===== config.mk =====
export PLATFORM = sky130hd
export DESIGN_NAME = market_feed_packet_parser_top
export DESIGN_NICKNAME = d
export VERILOG_FILES = /design/src/sv/mfp_pkg.sv /design/src/sv/mfp_parser.sv /design/src/sv/mfp_result_reg.sv /design/src/sv/market_feed_packet_parser_top.sv
export SDC_FILE = /design/constraint.sdc
export NUM_CORES = 1
export LEC_CHECK = 0
export ABC_CLOCK_PERIOD_IN_PS = 9200
export BUFFER_PORTS_ARGS = -buffer_cell sky130_fd_sc_hd__buf_2
export CAP_MARGIN = 20
export CORE_MARGIN = 8
export CORE_UTILIZATION = 53
export DETAILED_ROUTE_END_ITERATION = 6
export PLACE_DENSITY = 0.72
export REMOVE_ABC_BUFFERS = 1
export SLEW_MARGIN = 20
export SYNTH_ARGS = -nofsm -noshare
export SYNTH_HDL_FRONTEND = slang
export SYNTH_SLANG_ARGS = --single-unit

===== constraint.sdc =====
create_clock -name clk -period 9.2 [get_ports clk]
set_input_delay 1.38 -clock clk [delete_from_list [all_inputs] [get_ports clk]]
set_output_delay 1.38 -clock clk [all_outputs]
set_load 0.03 [all_outputs]

===== src/sv/mfp_pkg.sv =====
// ----------------------------------------------------------------------------
// mfp_pkg
// Shared types and constants for the market feed packet parser: parser
// phases, result kinds, the result record and a saturating counter helper.
// ----------------------------------------------------------------------------
package mfp_pkg;

	localparam int SYM_W = 40;

	localparam logic [7:0] TYPE_TRADE = 8'h54;
	localparam logic [7:0] TYPE_QUOTE = 8'h51;

	typedef enum logic [8:0] {
		PH_HEADER = 9'b0_0000_0001,
		PH_ULEN   = 9'b0_0000_0010,
		PH_TYPE   = 9'b0_0000_0100,
		PH_SYMBOL = 9'b0_0000_1000,
		PH_LEVEL  = 9'b0_0001_0000,
		PH_SIZE   = 9'b0_0010_0000,
		PH_PRICE  = 9'b0_0100_0000,
		PH_USKIP  = 9'b0_1000_0000,
		PH_PSKIP  = 9'b1_0000_0000
	} phase_t;

	typedef enum logic [1:0] {
		KIND_TRADE     = 2'd0,
		KIND_QUOTE     = 2'd1,
		KIND_UNKNOWN   = 2'd2,
		KIND_MALFORMED = 2'd3
	} kind_t;

	typedef struct packed {
		kind_t             kind;
		logic [SYM_W-1:0]  symbol;
		logic [15:0]       level;
		logic [15:0]       qty;
		logic [63:0]       price;
		logic              last;
	} rec_t;

	// Byte counters stop at their maximum instead of wrapping.
	function automatic logic [15:0] sat_inc(logic [15:0] v);
		return (v == 16'hFFFF) ? v : v + 16'd1;
	endfunction

endpackage


===== src/sv/mfp_parser.sv =====
// ----------------------------------------------------------------------------
// mfp_parser
// Packet and update decoder. Holds the parse state and consumes one byte per
// step, producing at most one result record for that byte.
// ----------------------------------------------------------------------------
module mfp_parser #(
	parameter int SYMBOL_BYTES = 5
) (
	input  logic         clk,
	input  logic         arst_n,
	input  logic         step,
	input  logic [7:0]   data_byte,
	output logic         res_valid,
	output mfp_pkg::rec_t res
);
	import mfp_pkg::*;

	localparam logic [15:0] SYM_END = 16'(3 + SYMBOL_BYTES);

	phase_t            phase_q, phase_d;
	logic [15:0]       pkt_len_q, pkt_len_d;
	logic [15:0]       pkt_seen_q, pkt_seen_d;
	logic [15:0]       upd_left_q, upd_left_d;
	logic [15:0]       upd_len_q, upd_len_d;
	logic [15:0]       upd_seen_q, upd_seen_d;
	logic [7:0]        type_q, type_d;
	logic [SYM_W-1:0]  sym_q, sym_d;
	logic [15:0]       lvl_q, lvl_d;
	logic [15:0]       size_q, size_d;
	logic [63:0]       price_q, price_d;

	logic [15:0] pseen_inc, ub, body_end;
	logic        quote, last;
	logic        start_upd, end_pkt, end_upd, clear_all;

	always_comb begin
		phase_d    = phase_q;
		pkt_len_d  = pkt_len_q;
		pkt_seen_d = pkt_seen_q;
		upd_left_d = upd_left_q;
		upd_len_d  = upd_len_q;
		upd_seen_d = upd_seen_q;
		type_d     = type_q;
		sym_d      = sym_q;
		lvl_d      = lvl_q;
		size_d     = size_q;
		price_d    = price_q;
		res_valid  = 1'b0;
		res        = '0;
		start_upd  = 1'b0;
		end_pkt    = 1'b0;
		end_upd    = 1'b0;
		clear_all  = 1'b0;
		pseen_inc  = sat_inc(pkt_seen_q);
		ub         = sat_inc(upd_seen_q);
		quote      = (type_q == TYPE_QUOTE);
		body_end   = quote ? SYM_END + 16'd12 : SYM_END + 16'd10;
		last       = (upd_left_q == 16'd1);

		if (step) begin
			unique case (phase_q)
				PH_HEADER: begin
					if (pkt_seen_q < 16'd2) begin
						pkt_len_d = {pkt_len_q[7:0], data_byte};
					end else begin
						upd_left_d = {upd_left_q[7:0], data_byte};
					end
					pkt_seen_d = pseen_inc;
					if (pseen_inc >= 16'd4) begin
						if (upd_left_d != 16'd0) begin
							start_upd = 1'b1;
						end else begin
							if (pkt_len_d < 16'd4) begin
								res_valid = 1'b1;
								res.kind  = KIND_MALFORMED;
								res.last  = 1'b1;
							end
							end_pkt = 1'b1;
						end
					end
				end
				PH_PSKIP: begin
					pkt_seen_d = pseen_inc;
					if (pseen_inc >= pkt_len_q) end_pkt = 1'b1;
				end
				PH_ULEN: begin
					pkt_seen_d = pseen_inc;
					upd_seen_d = ub;
					upd_len_d  = {upd_len_q[7:0], data_byte};
					if (ub >= 16'd2) phase_d = PH_TYPE;
				end
				PH_TYPE: begin
					pkt_seen_d = pseen_inc;
					upd_seen_d = ub;
					type_d     = data_byte;
					if (data_byte == TYPE_TRADE || data_byte == TYPE_QUOTE) begin
						phase_d = PH_SYMBOL;
					end else begin
						res_valid = 1'b1;
						res.kind  = KIND_UNKNOWN;
						res.last  = 1'b1;
						end_pkt   = 1'b1;
					end
				end
				PH_SYMBOL: begin
					pkt_seen_d = pseen_inc;
					upd_seen_d = ub;
					sym_d      = {sym_q[SYM_W-9:0], data_byte};
					if (ub >= SYM_END) phase_d = quote ? PH_LEVEL : PH_SIZE;
				end
				PH_LEVEL: begin
					pkt_seen_d = pseen_inc;
					upd_seen_d = ub;
					lvl_d      = {lvl_q[7:0], data_byte};
					if (ub >= SYM_END + 16'd2) phase_d = PH_SIZE;
				end
				PH_SIZE: begin
					pkt_seen_d = pseen_inc;
					upd_seen_d = ub;
					size_d     = {size_q[7:0], data_byte};
					if (ub >= SYM_END + (quote ? 16'd4 : 16'd2)) phase_d = PH_PRICE;
				end
				PH_PRICE: begin
					pkt_seen_d = pseen_inc;
					upd_seen_d = ub;
					price_d    = {price_q[55:0], data_byte};
					if (ub >= body_end) begin
						res_valid  = 1'b1;
						res.kind   = quote ? KIND_QUOTE : KIND_TRADE;
						if (upd_len_q < ub || (last && pkt_len_q < pseen_inc)) begin
							res.kind = KIND_MALFORMED;
						end
						res.symbol = sym_q;
						res.level  = quote ? lvl_q : 16'd0;
						res.qty    = size_q;
						res.price  = price_d;
						res.last   = last;
						if (ub < upd_len_q) begin
							phase_d = PH_USKIP;
						end else begin
							end_upd = 1'b1;
						end
					end
				end
				PH_USKIP: begin
					pkt_seen_d = pseen_inc;
					upd_seen_d = ub;
					if (ub >= upd_len_q) end_upd = 1'b1;
				end
				default: begin
					clear_all = 1'b1;
				end
			endcase
		end

		if (end_upd) begin
			upd_left_d = upd_left_q - 16'd1;
			if (upd_left_d != 16'd0) begin
				start_upd = 1'b1;
			end else begin
				end_pkt = 1'b1;
			end
		end

		if (start_upd) begin
			phase_d    = PH_ULEN;
			upd_len_d  = '0;
			upd_seen_d = '0;
			type_d     = '0;
			sym_d      = '0;
			lvl_d      = '0;
			size_d     = '0;
			price_d    = '0;
		end

		if (end_pkt) begin
			if (pkt_seen_d < pkt_len_d) begin
				phase_d = PH_PSKIP;
			end else begin
				phase_d    = PH_HEADER;
				pkt_len_d  = '0;
				pkt_seen_d = '0;
				upd_left_d = '0;
			end
		end

		if (clear_all) begin
			phase_d    = PH_HEADER;
			pkt_len_d  = '0;
			pkt_seen_d = '0;
			upd_left_d = '0;
			upd_len_d  = '0;
			upd_seen_d = '0;
			type_d     = '0;
			sym_d      = '0;
			lvl_d      = '0;
			size_d     = '0;
			price_d    = '0;
		end
	end

	always_ff @(posedge clk or negedge arst_n) begin
		if (!arst_n) begin
			phase_q    <= PH_HEADER;
			pkt_len_q  <= '0;
			pkt_seen_q <= '0;
			upd_left_q <= '0;
			upd_len_q  <= '0;
			upd_seen_q <= '0;
			type_q     <= '0;
			sym_q      <= '0;
			lvl_q      <= '0;
			size_q     <= '0;
			price_q    <= '0;
		end else begin
			phase_q    <= phase_d;
			pkt_len_q  <= pkt_len_d;
			pkt_seen_q <= pkt_seen_d;
			upd_left_q <= upd_left_d;
			upd_len_q  <= upd_len_d;
			upd_seen_q <= upd_seen_d;
			type_q     <= type_d;
			sym_q      <= sym_d;
			lvl_q      <= lvl_d;
			size_q     <= size_d;
			price_q    <= price_d;
		end
	end

	// An unknown type always ends the packet's decoding.
	a_unknown_last: assert property (@(posedge clk) disable iff (!arst_n)
		res_valid && res.kind == KIND_UNKNOWN |-> res.last)
		else $error("unknown type result without packet end");

	// Trades never report a price level.
	a_trade_level: assert property (@(posedge clk) disable iff (!arst_n)
		res_valid && res.kind == KIND_TRADE |-> res.level == 16'd0)
		else $error("trade result with nonzero level");

	// Nothing is emitted while skipping to the end of a packet.
	a_pskip_quiet: assert property (@(posedge clk) disable iff (!arst_n)
		phase_q == PH_PSKIP |-> !res_valid)
		else $error("result emitted during packet skip");

endmodule


===== src/sv/mfp_result_reg.sv =====
// ----------------------------------------------------------------------------
// mfp_result_reg
// Output register holding one result record until the downstream side takes
// it.
// ----------------------------------------------------------------------------
module mfp_result_reg (
	input  logic          clk,
	input  logic          arst_n,
	input  logic          load,
	input  logic          res_valid,
	input  mfp_pkg::rec_t res,
	input  logic          out_ready,
	output logic          out_valid,
	output mfp_pkg::rec_t out_rec
);
	import mfp_pkg::*;

	logic valid_q;
	rec_t rec_q;

	always_ff @(posedge clk or negedge arst_n) begin
		if (!arst_n) begin
			valid_q <= 1'b0;
		end else if (load) begin
			valid_q <= res_valid;
		end else if (out_ready) begin
			valid_q <= 1'b0;
		end
	end

	always_ff @(posedge clk) begin
		if (load && res_valid) begin
			rec_q <= res;
		end
	end

	assign out_valid = valid_q;
	assign out_rec   = rec_q;

	// A loaded result shows up on the next cycle.
	a_load_shows: assert property (@(posedge clk) disable iff (!arst_n)
		load && res_valid |=> out_valid)
		else $error("loaded result not presented");

endmodule


===== src/sv/market_feed_packet_parser_top.sv =====
// ----------------------------------------------------------------------------
// market_feed_packet_parser_top
// Decodes a byte stream of market data packets into trade, quote, unknown and malformed records.
// ----------------------------------------------------------------------------
// The input register takes each byte at its transfer; the parse step then
// decodes it and loads any result it completes into the result register,
// which drives out_valid. The step waits while that register is stalled.
// Throughput: one byte per cycle while the result register is empty or
// being drained; bytes that yield no result still take a parse step.
// Reset: arst_n clears the parse state to the start of a packet header and
// empties both the input and result registers.
// ----------------------------------------------------------------------------
module market_feed_packet_parser_top #(
	parameter int SYMBOL_BYTES = 5
) (
	input  logic        clk,
	input  logic        arst_n,
	input  logic        in_valid,
	output logic        in_ready,
	input  logic [7:0]  data_byte,
	output logic        out_valid,
	input  logic        out_ready,
	output logic [1:0]  record_kind,
	output logic [39:0] symbol,
	output logic [15:0] price_level,
	output logic [15:0] quantity,
	output logic [63:0] price,
	output logic        packet_end
);
	import mfp_pkg::*;

	// Input register: one byte waits here for the parse step.
	logic       valid_s1;
	logic [7:0] data_s1;

	// The parse step runs when a byte is waiting and the result register is
	// empty or is being drained in this cycle. Bytes that produce no result
	// still need that slot free, which keeps the control simple.
	logic advance;
	logic res_valid;
	rec_t res;
	rec_t out_rec;

	assign advance  = valid_s1 && (!out_valid || out_ready);
	assign in_ready = !valid_s1 || advance;

	always_ff @(posedge clk or negedge arst_n) begin
		if (!arst_n) begin
			valid_s1 <= 1'b0;
		end else if (in_ready) begin
			valid_s1 <= in_valid;
		end
	end

	always_ff @(posedge clk) begin
		if (in_valid && in_ready) begin
			data_s1 <= data_byte;
		end
	end

	mfp_parser #(
		.SYMBOL_BYTES(SYMBOL_BYTES)
	) u_parser (
		.clk       (clk),
		.arst_n    (arst_n),
		.step      (advance),
		.data_byte (data_s1),
		.res_valid (res_valid),
		.res       (res)
	);

	mfp_result_reg u_result (
		.clk       (clk),
		.arst_n    (arst_n),
		.load      (advance),
		.res_valid (res_valid),
		.res       (res),
		.out_ready (out_ready),
		.out_valid (out_valid),
		.out_rec   (out_rec)
	);

	assign record_kind = out_rec.kind;
	assign symbol      = out_rec.symbol;
	assign price_level = out_rec.level;
	assign quantity    = out_rec.qty;
	assign price       = out_rec.price;
	assign packet_end  = out_rec.last;

	// A waiting byte with a stalled result must hold off new transfers.
	a_stall_blocks: assert property (@(posedge clk) disable iff (!arst_n)
		valid_s1 && out_valid && !out_ready |-> !in_ready)
		else $error("input accepted while parse step is stalled");

endmodule

==> qor.json <==
{
  "wl": {"value": 43130, "unit": "um"},
  "grt_pass1_wl": {"value": 68190, "unit": "um"},
  "stdcell_area": {"value": 19930, "unit": "sq um"},
  "core": {"value": 32620, "unit": "sq um"},
  "average_via_count_per_standard_cell": {"value": 6.094},
  "yosysMostFrequentCell": {"value": "sky130_fd_sc_hd__dfrtp_1"},
  "count_of_state_elements_after_synthesis": {"value": 374},
  "clkTransAtPathRegs": {"value": 0.06, "unit": "ns"},
  "post-cts-setup-buffers": {"value": 0},
  "drt_first_pass_iters": {"value": 7},
  "resized_cells_post_cts": {"value": 0},
  "avgRoutedWirePerCell": {"value": 20.46, "unit": "um"},
  "synth_ff_type": {"value": "sky130_fd_sc_hd__dfrtp_1"},
  "finish.net_count": {"value": 1700},
  "drt-initial-drc-count": {"value": 1172},
  "total_power": {"value": 5284, "unit": "uW"},
  "cts_max_level": {"value": 2},
  "grt_remaining_overflow": {"value": 0},
  "power_switching_share": {"value": 36.07, "unit": "%"},
  "detail-route-antenna-nets": {"value": 0},
  "initial_antenna_violation_count": {"value": 0},
  "postCtsHoldBufs": {"value": 0},
  "number_of_distinct_library_cells_after_synthesis": {"value": 77},
  "tritoncts": {"value": "built"},
  "slew_limit_fails": {"value": 0},
  "yosysSeqAreaShare": {"value": 57.46, "unit": "%"},
  "worstSetupEndpointType": {"value": "register"},
  "portBuffers": {"value": 152},
  "final_period_minus_worst_setup_slack": {"value": 5.719, "unit": "ns"},
  "start_kind": {"value": "register"},
  "rsz0062_at_grt": {"value": "no"},
  "drc_errors": {"value": 0},
  "worst_clock_skew_on_the_final_layout": {"value": 0.01352, "unit": "ns"},
  "powerDensity": {"value": 265.0, "unit": "nW/um^2"},
  "cp.required": {"value": 9.62, "unit": "ns"},
  "clockPowerShare": {"value": 30.1, "unit": "%"},
  "fillers": {"value": 2619},
  "async_reset_ff_share": {"value": 60.70, "unit": "%"},
  "die_area": {"value": 39230, "unit": "sq um"},
  "leakage": {"value": 0.008303, "unit": "uW"},
  "internal-power": {"value": 3378, "unit": "uW"},
  "std_cell_rows": {"value": 66},
  "clk_path_buf_depth": {"value": 3},
  "setup.worst_path.class": {"value": "reg2reg"},
  "run_status": {"value": "completed"},
  "maxCapViolCount": {"value": 0},
  "layout-drive-gt1-share": {"value": 15.67, "unit": "%"},
  "die_h": {"value": 198.1, "unit": "um"},
  "post_synth_inst_count": {"value": 1534},
  "vias_in_the_first_global_route": {"value": 12180},
  "netlist_top_cells_count": {"value": "sky130_fd_sc_hd__dfrtp_1, sky130_fd_sc_hd__a22o_1, sky130_fd_sc_hd__edfxtp_1"},
  "seq_power_share": {"value": 39.1, "unit": "%"},
  "n_antenna_cell": {"value": 0},
  "place_area": {"value": 18610, "unit": "sq um"},
  "globalplace.congestion": {"value": 0.9023},
  "num_io_pins": {"value": 153},
  "hpwlAfterDp": {"value": 28860, "unit": "um"},
  "clock_insertion_delay_worst_skew": {"value": 0.53, "unit": "ns"},
  "ys_warn_count": {"value": 0},
  "critPathArrivalTime": {"value": 6.14, "unit": "ns"},
  "transition_time_of_the_tightest_slew_check_pin": {"value": 1.054, "unit": "ns"},
  "yosysTopAreaCellShare": {"value": 32.19, "unit": "%"},
  "power.ir.vdd_worst": {"value": 0.0001649, "unit": "V"},
  "numCtsBuffers": {"value": 39},
  "global_route.usage.total": {"value": 21.53, "unit": "%"},
  "syn_area_per_cell": {"value": 11.45, "unit": "sq um"},
  "power.net_switching": {"value": 1906, "unit": "uW"},
  "fmaxAchievable": {"value": 174.9, "unit": "MHz"},
  "clkSinkCount": {"value": 374},
  "synth_top_cell_by_area": {"value": "sky130_fd_sc_hd__dfrtp_1"},
  "power_frac_comb": {"value": 30.7, "unit": "%"},
  "postLayoutCoreUtil": {"value": 61.11, "unit": "%"},
  "post-route-period-util": {"value": 62.16, "unit": "%"},
  "areaGrowthSynthToFinish": {"value": 13.46, "unit": "%"},
  "ys_top_cells_by_area": {"value": "sky130_fd_sc_hd__dfrtp_1, sky130_fd_sc_hd__edfxtp_1, sky130_fd_sc_hd__a22o_1, sky130_fd_sc_hd__and2_1, sky130_fd_sc_hd__ha_1"},
  "syn-cell-area": {"value": 17570, "unit": "sq um"},
  "route.vias.total": {"value": 12850},
  "synth-edff-count": {"value": 147},
  "start_util": {"value": 53.86, "unit": "%"},
  "worst-path-max-fanout": {"value": 33},
  "finalHoldViolCount": {"value": 0},
  "timing.slew.headroom": {"value": 29.45, "unit": "%"},
  "hold_class": {"value": "reg2reg"},
  "finalSetupTns": {"value": 0, "unit": "ns"},
  "clockRootBuffer": {"value": "sky130_fd_sc_hd__clkbuf_16"},
  "grt_start_max_net_pins": {"value": 121},
  "dieWidth": {"value": 198.1, "unit": "um"},
  "final_report_setup_violation_count": {"value": 0}
}
layout by cell type, fill, tap and decap left out, types with 16 or more instances in the layout:
cell type                   count
sky130_fd_sc_hd__a21boi_0      16
sky130_fd_sc_hd__a21oi_1       57
sky130_fd_sc_hd__a22o_1       156
sky130_fd_sc_hd__and2_1       144
sky130_fd_sc_hd__buf_2        151
sky130_fd_sc_hd__clkbuf_16     40
sky130_fd_sc_hd__dfrtp_1      226
sky130_fd_sc_hd__edfxtp_1     147
sky130_fd_sc_hd__ha_1          53
sky130_fd_sc_hd__inv_1         39
sky130_fd_sc_hd__nand2_1       82
sky130_fd_sc_hd__nand3_1       42
sky130_fd_sc_hd__nand4_1       31
sky130_fd_sc_hd__nor2_1        89
sky130_fd_sc_hd__nor3_1        37
sky130_fd_sc_hd__nor4_1        22
sky130_fd_sc_hd__o21ai_0       55
stage by stage:
step	cells	setup WS, ns	hold WS (ns)
after global routing	2108	2.863	0.4999
final	2108	3.481	0.4888
after global placement	2036	3.476	0.4748
after floorplan	1428	1.143	0.4574
after detailed placement	2036	3.333	0.4768
after CTS	2108	3.519	0.4947
sequential cells by signal (all words and copies together), names as in the netlist, 8 cells and up:
| register | flops |
|---|---|
| u_parser.upd_left_q | 16 |
| u_parser.pkt_len_q | 16 |
| u_result.out_rec | 139 |
| u_parser.upd_len_q | 16 |
| u_parser.pkt_seen_q | 16 |
| u_parser.size_q | 16 |
| u_parser.type_q | 8 |
| u_parser.sym_q | 40 |
| u_parser.price_q | 56 |
| data_s1 | 8 |
| u_parser.lvl_q | 16 |
| u_parser.phase_q | 9 |
| u_parser.upd_seen_q | 16 |
per-layer routing:
metal / vias up / global-route usage (%) / share of wire, %
li1: 5916 / - / -
met1: 6380 / 30.77 / 45
met2: 494 / 34.28 / 47
met3: 56 / 3.107 / 6.9
met4: 0 / 5.448 / 1.8
met5: - / 0 / 0
cells by family after synthesis:
logic type	count (synthesis)	share of synthesized area, %
flip-flops	374	57.46
adder cells (fa/ha/maj)	53	3.774
buffers and inverters	146	3.411
AND/OR/NAND/NOR	527	16.33
multiplexers	16	0.9757
AO/OA/AOI/OAI	389	16.60
XOR/XNOR	29	1.446
worst max-delay path: stages (launching register included):
cell and delay (ns):
sky130_fd_sc_hd__dfrtp_1 0.47, sky130_fd_sc_hd__nor3_1 0.60, sky130_fd_sc_hd__nor4bb_1 0.52, sky130_fd_sc_hd__nor2b_1 0.45
sky130_fd_sc_hd__o31ai_1 0.11, sky130_fd_sc_hd__buf_4 0.22, sky130_fd_sc_hd__inv_1 0.15, sky130_fd_sc_hd__nand3_1 0.12
sky130_fd_sc_hd__xnor2_1 0.18, sky130_fd_sc_hd__ha_1 0.33, sky130_fd_sc_hd__a21o_1 0.16, sky130_fd_sc_hd__a21o_1 0.16
sky130_fd_sc_hd__a21o_1 0.17, sky130_fd_sc_hd__a2111oi_0 0.42, sky130_fd_sc_hd__o211a_1 0.23, sky130_fd_sc_hd__nand3_1 0.46
sky130_fd_sc_hd__o21a_1 0.30, sky130_fd_sc_hd__buf_4 0.25, sky130_fd_sc_hd__nor4_1 0.31
path summary, 6_finish.rpt:
check                                         start                 endpoint  slack (ns)  cells past startpoint
worst max-delay path            u_parser.phase_q[8]   u_parser.upd_left_q[8]        3.48                     18
worst min-delay path             u_parser.sym_q[39]       u_parser.sym_q[39]        0.49                      1
worst max register to register  u_parser.phase_q[8]   u_parser.upd_left_q[8]        3.48                     18
worst min register to register   u_parser.sym_q[39]       u_parser.sym_q[39]        0.49                      1
max in group asynchronous                    arst_n    u_parser.upd_len_q[0]        6.88                      2
min in group asynchronous                    arst_n  u_parser.pkt_seen_q[11]        0.85                      1
final cells by class:
type / count / area [sq um] / area share (%)
flip-flops and latches: 374 / 10100 / 50.65
multi-input cells: 1014 / 6940 / 34.82
clock buffers: 50 / 1089 / 5.461
repair buffers: 166 / 875.8 / 4.394
well taps: 442 / 553.0 / 2.774
clock inverters: 22 / 225.2 / 1.130
inverters: 40 / 155.1 / 0.7783
power by group through the flow:
stage                     logic (uW)  clock network, uW  registers, uW
after CTS                       1600               1620           2060
after detailed placement        1580                  0           2090
after global routing            1780               1680           2080
final                           1620               1590           2070
after floorplan                 1010                  0           2150
after global placement          1560                  0           2080
Note: power is estimated with default switching activity, not from simulation.
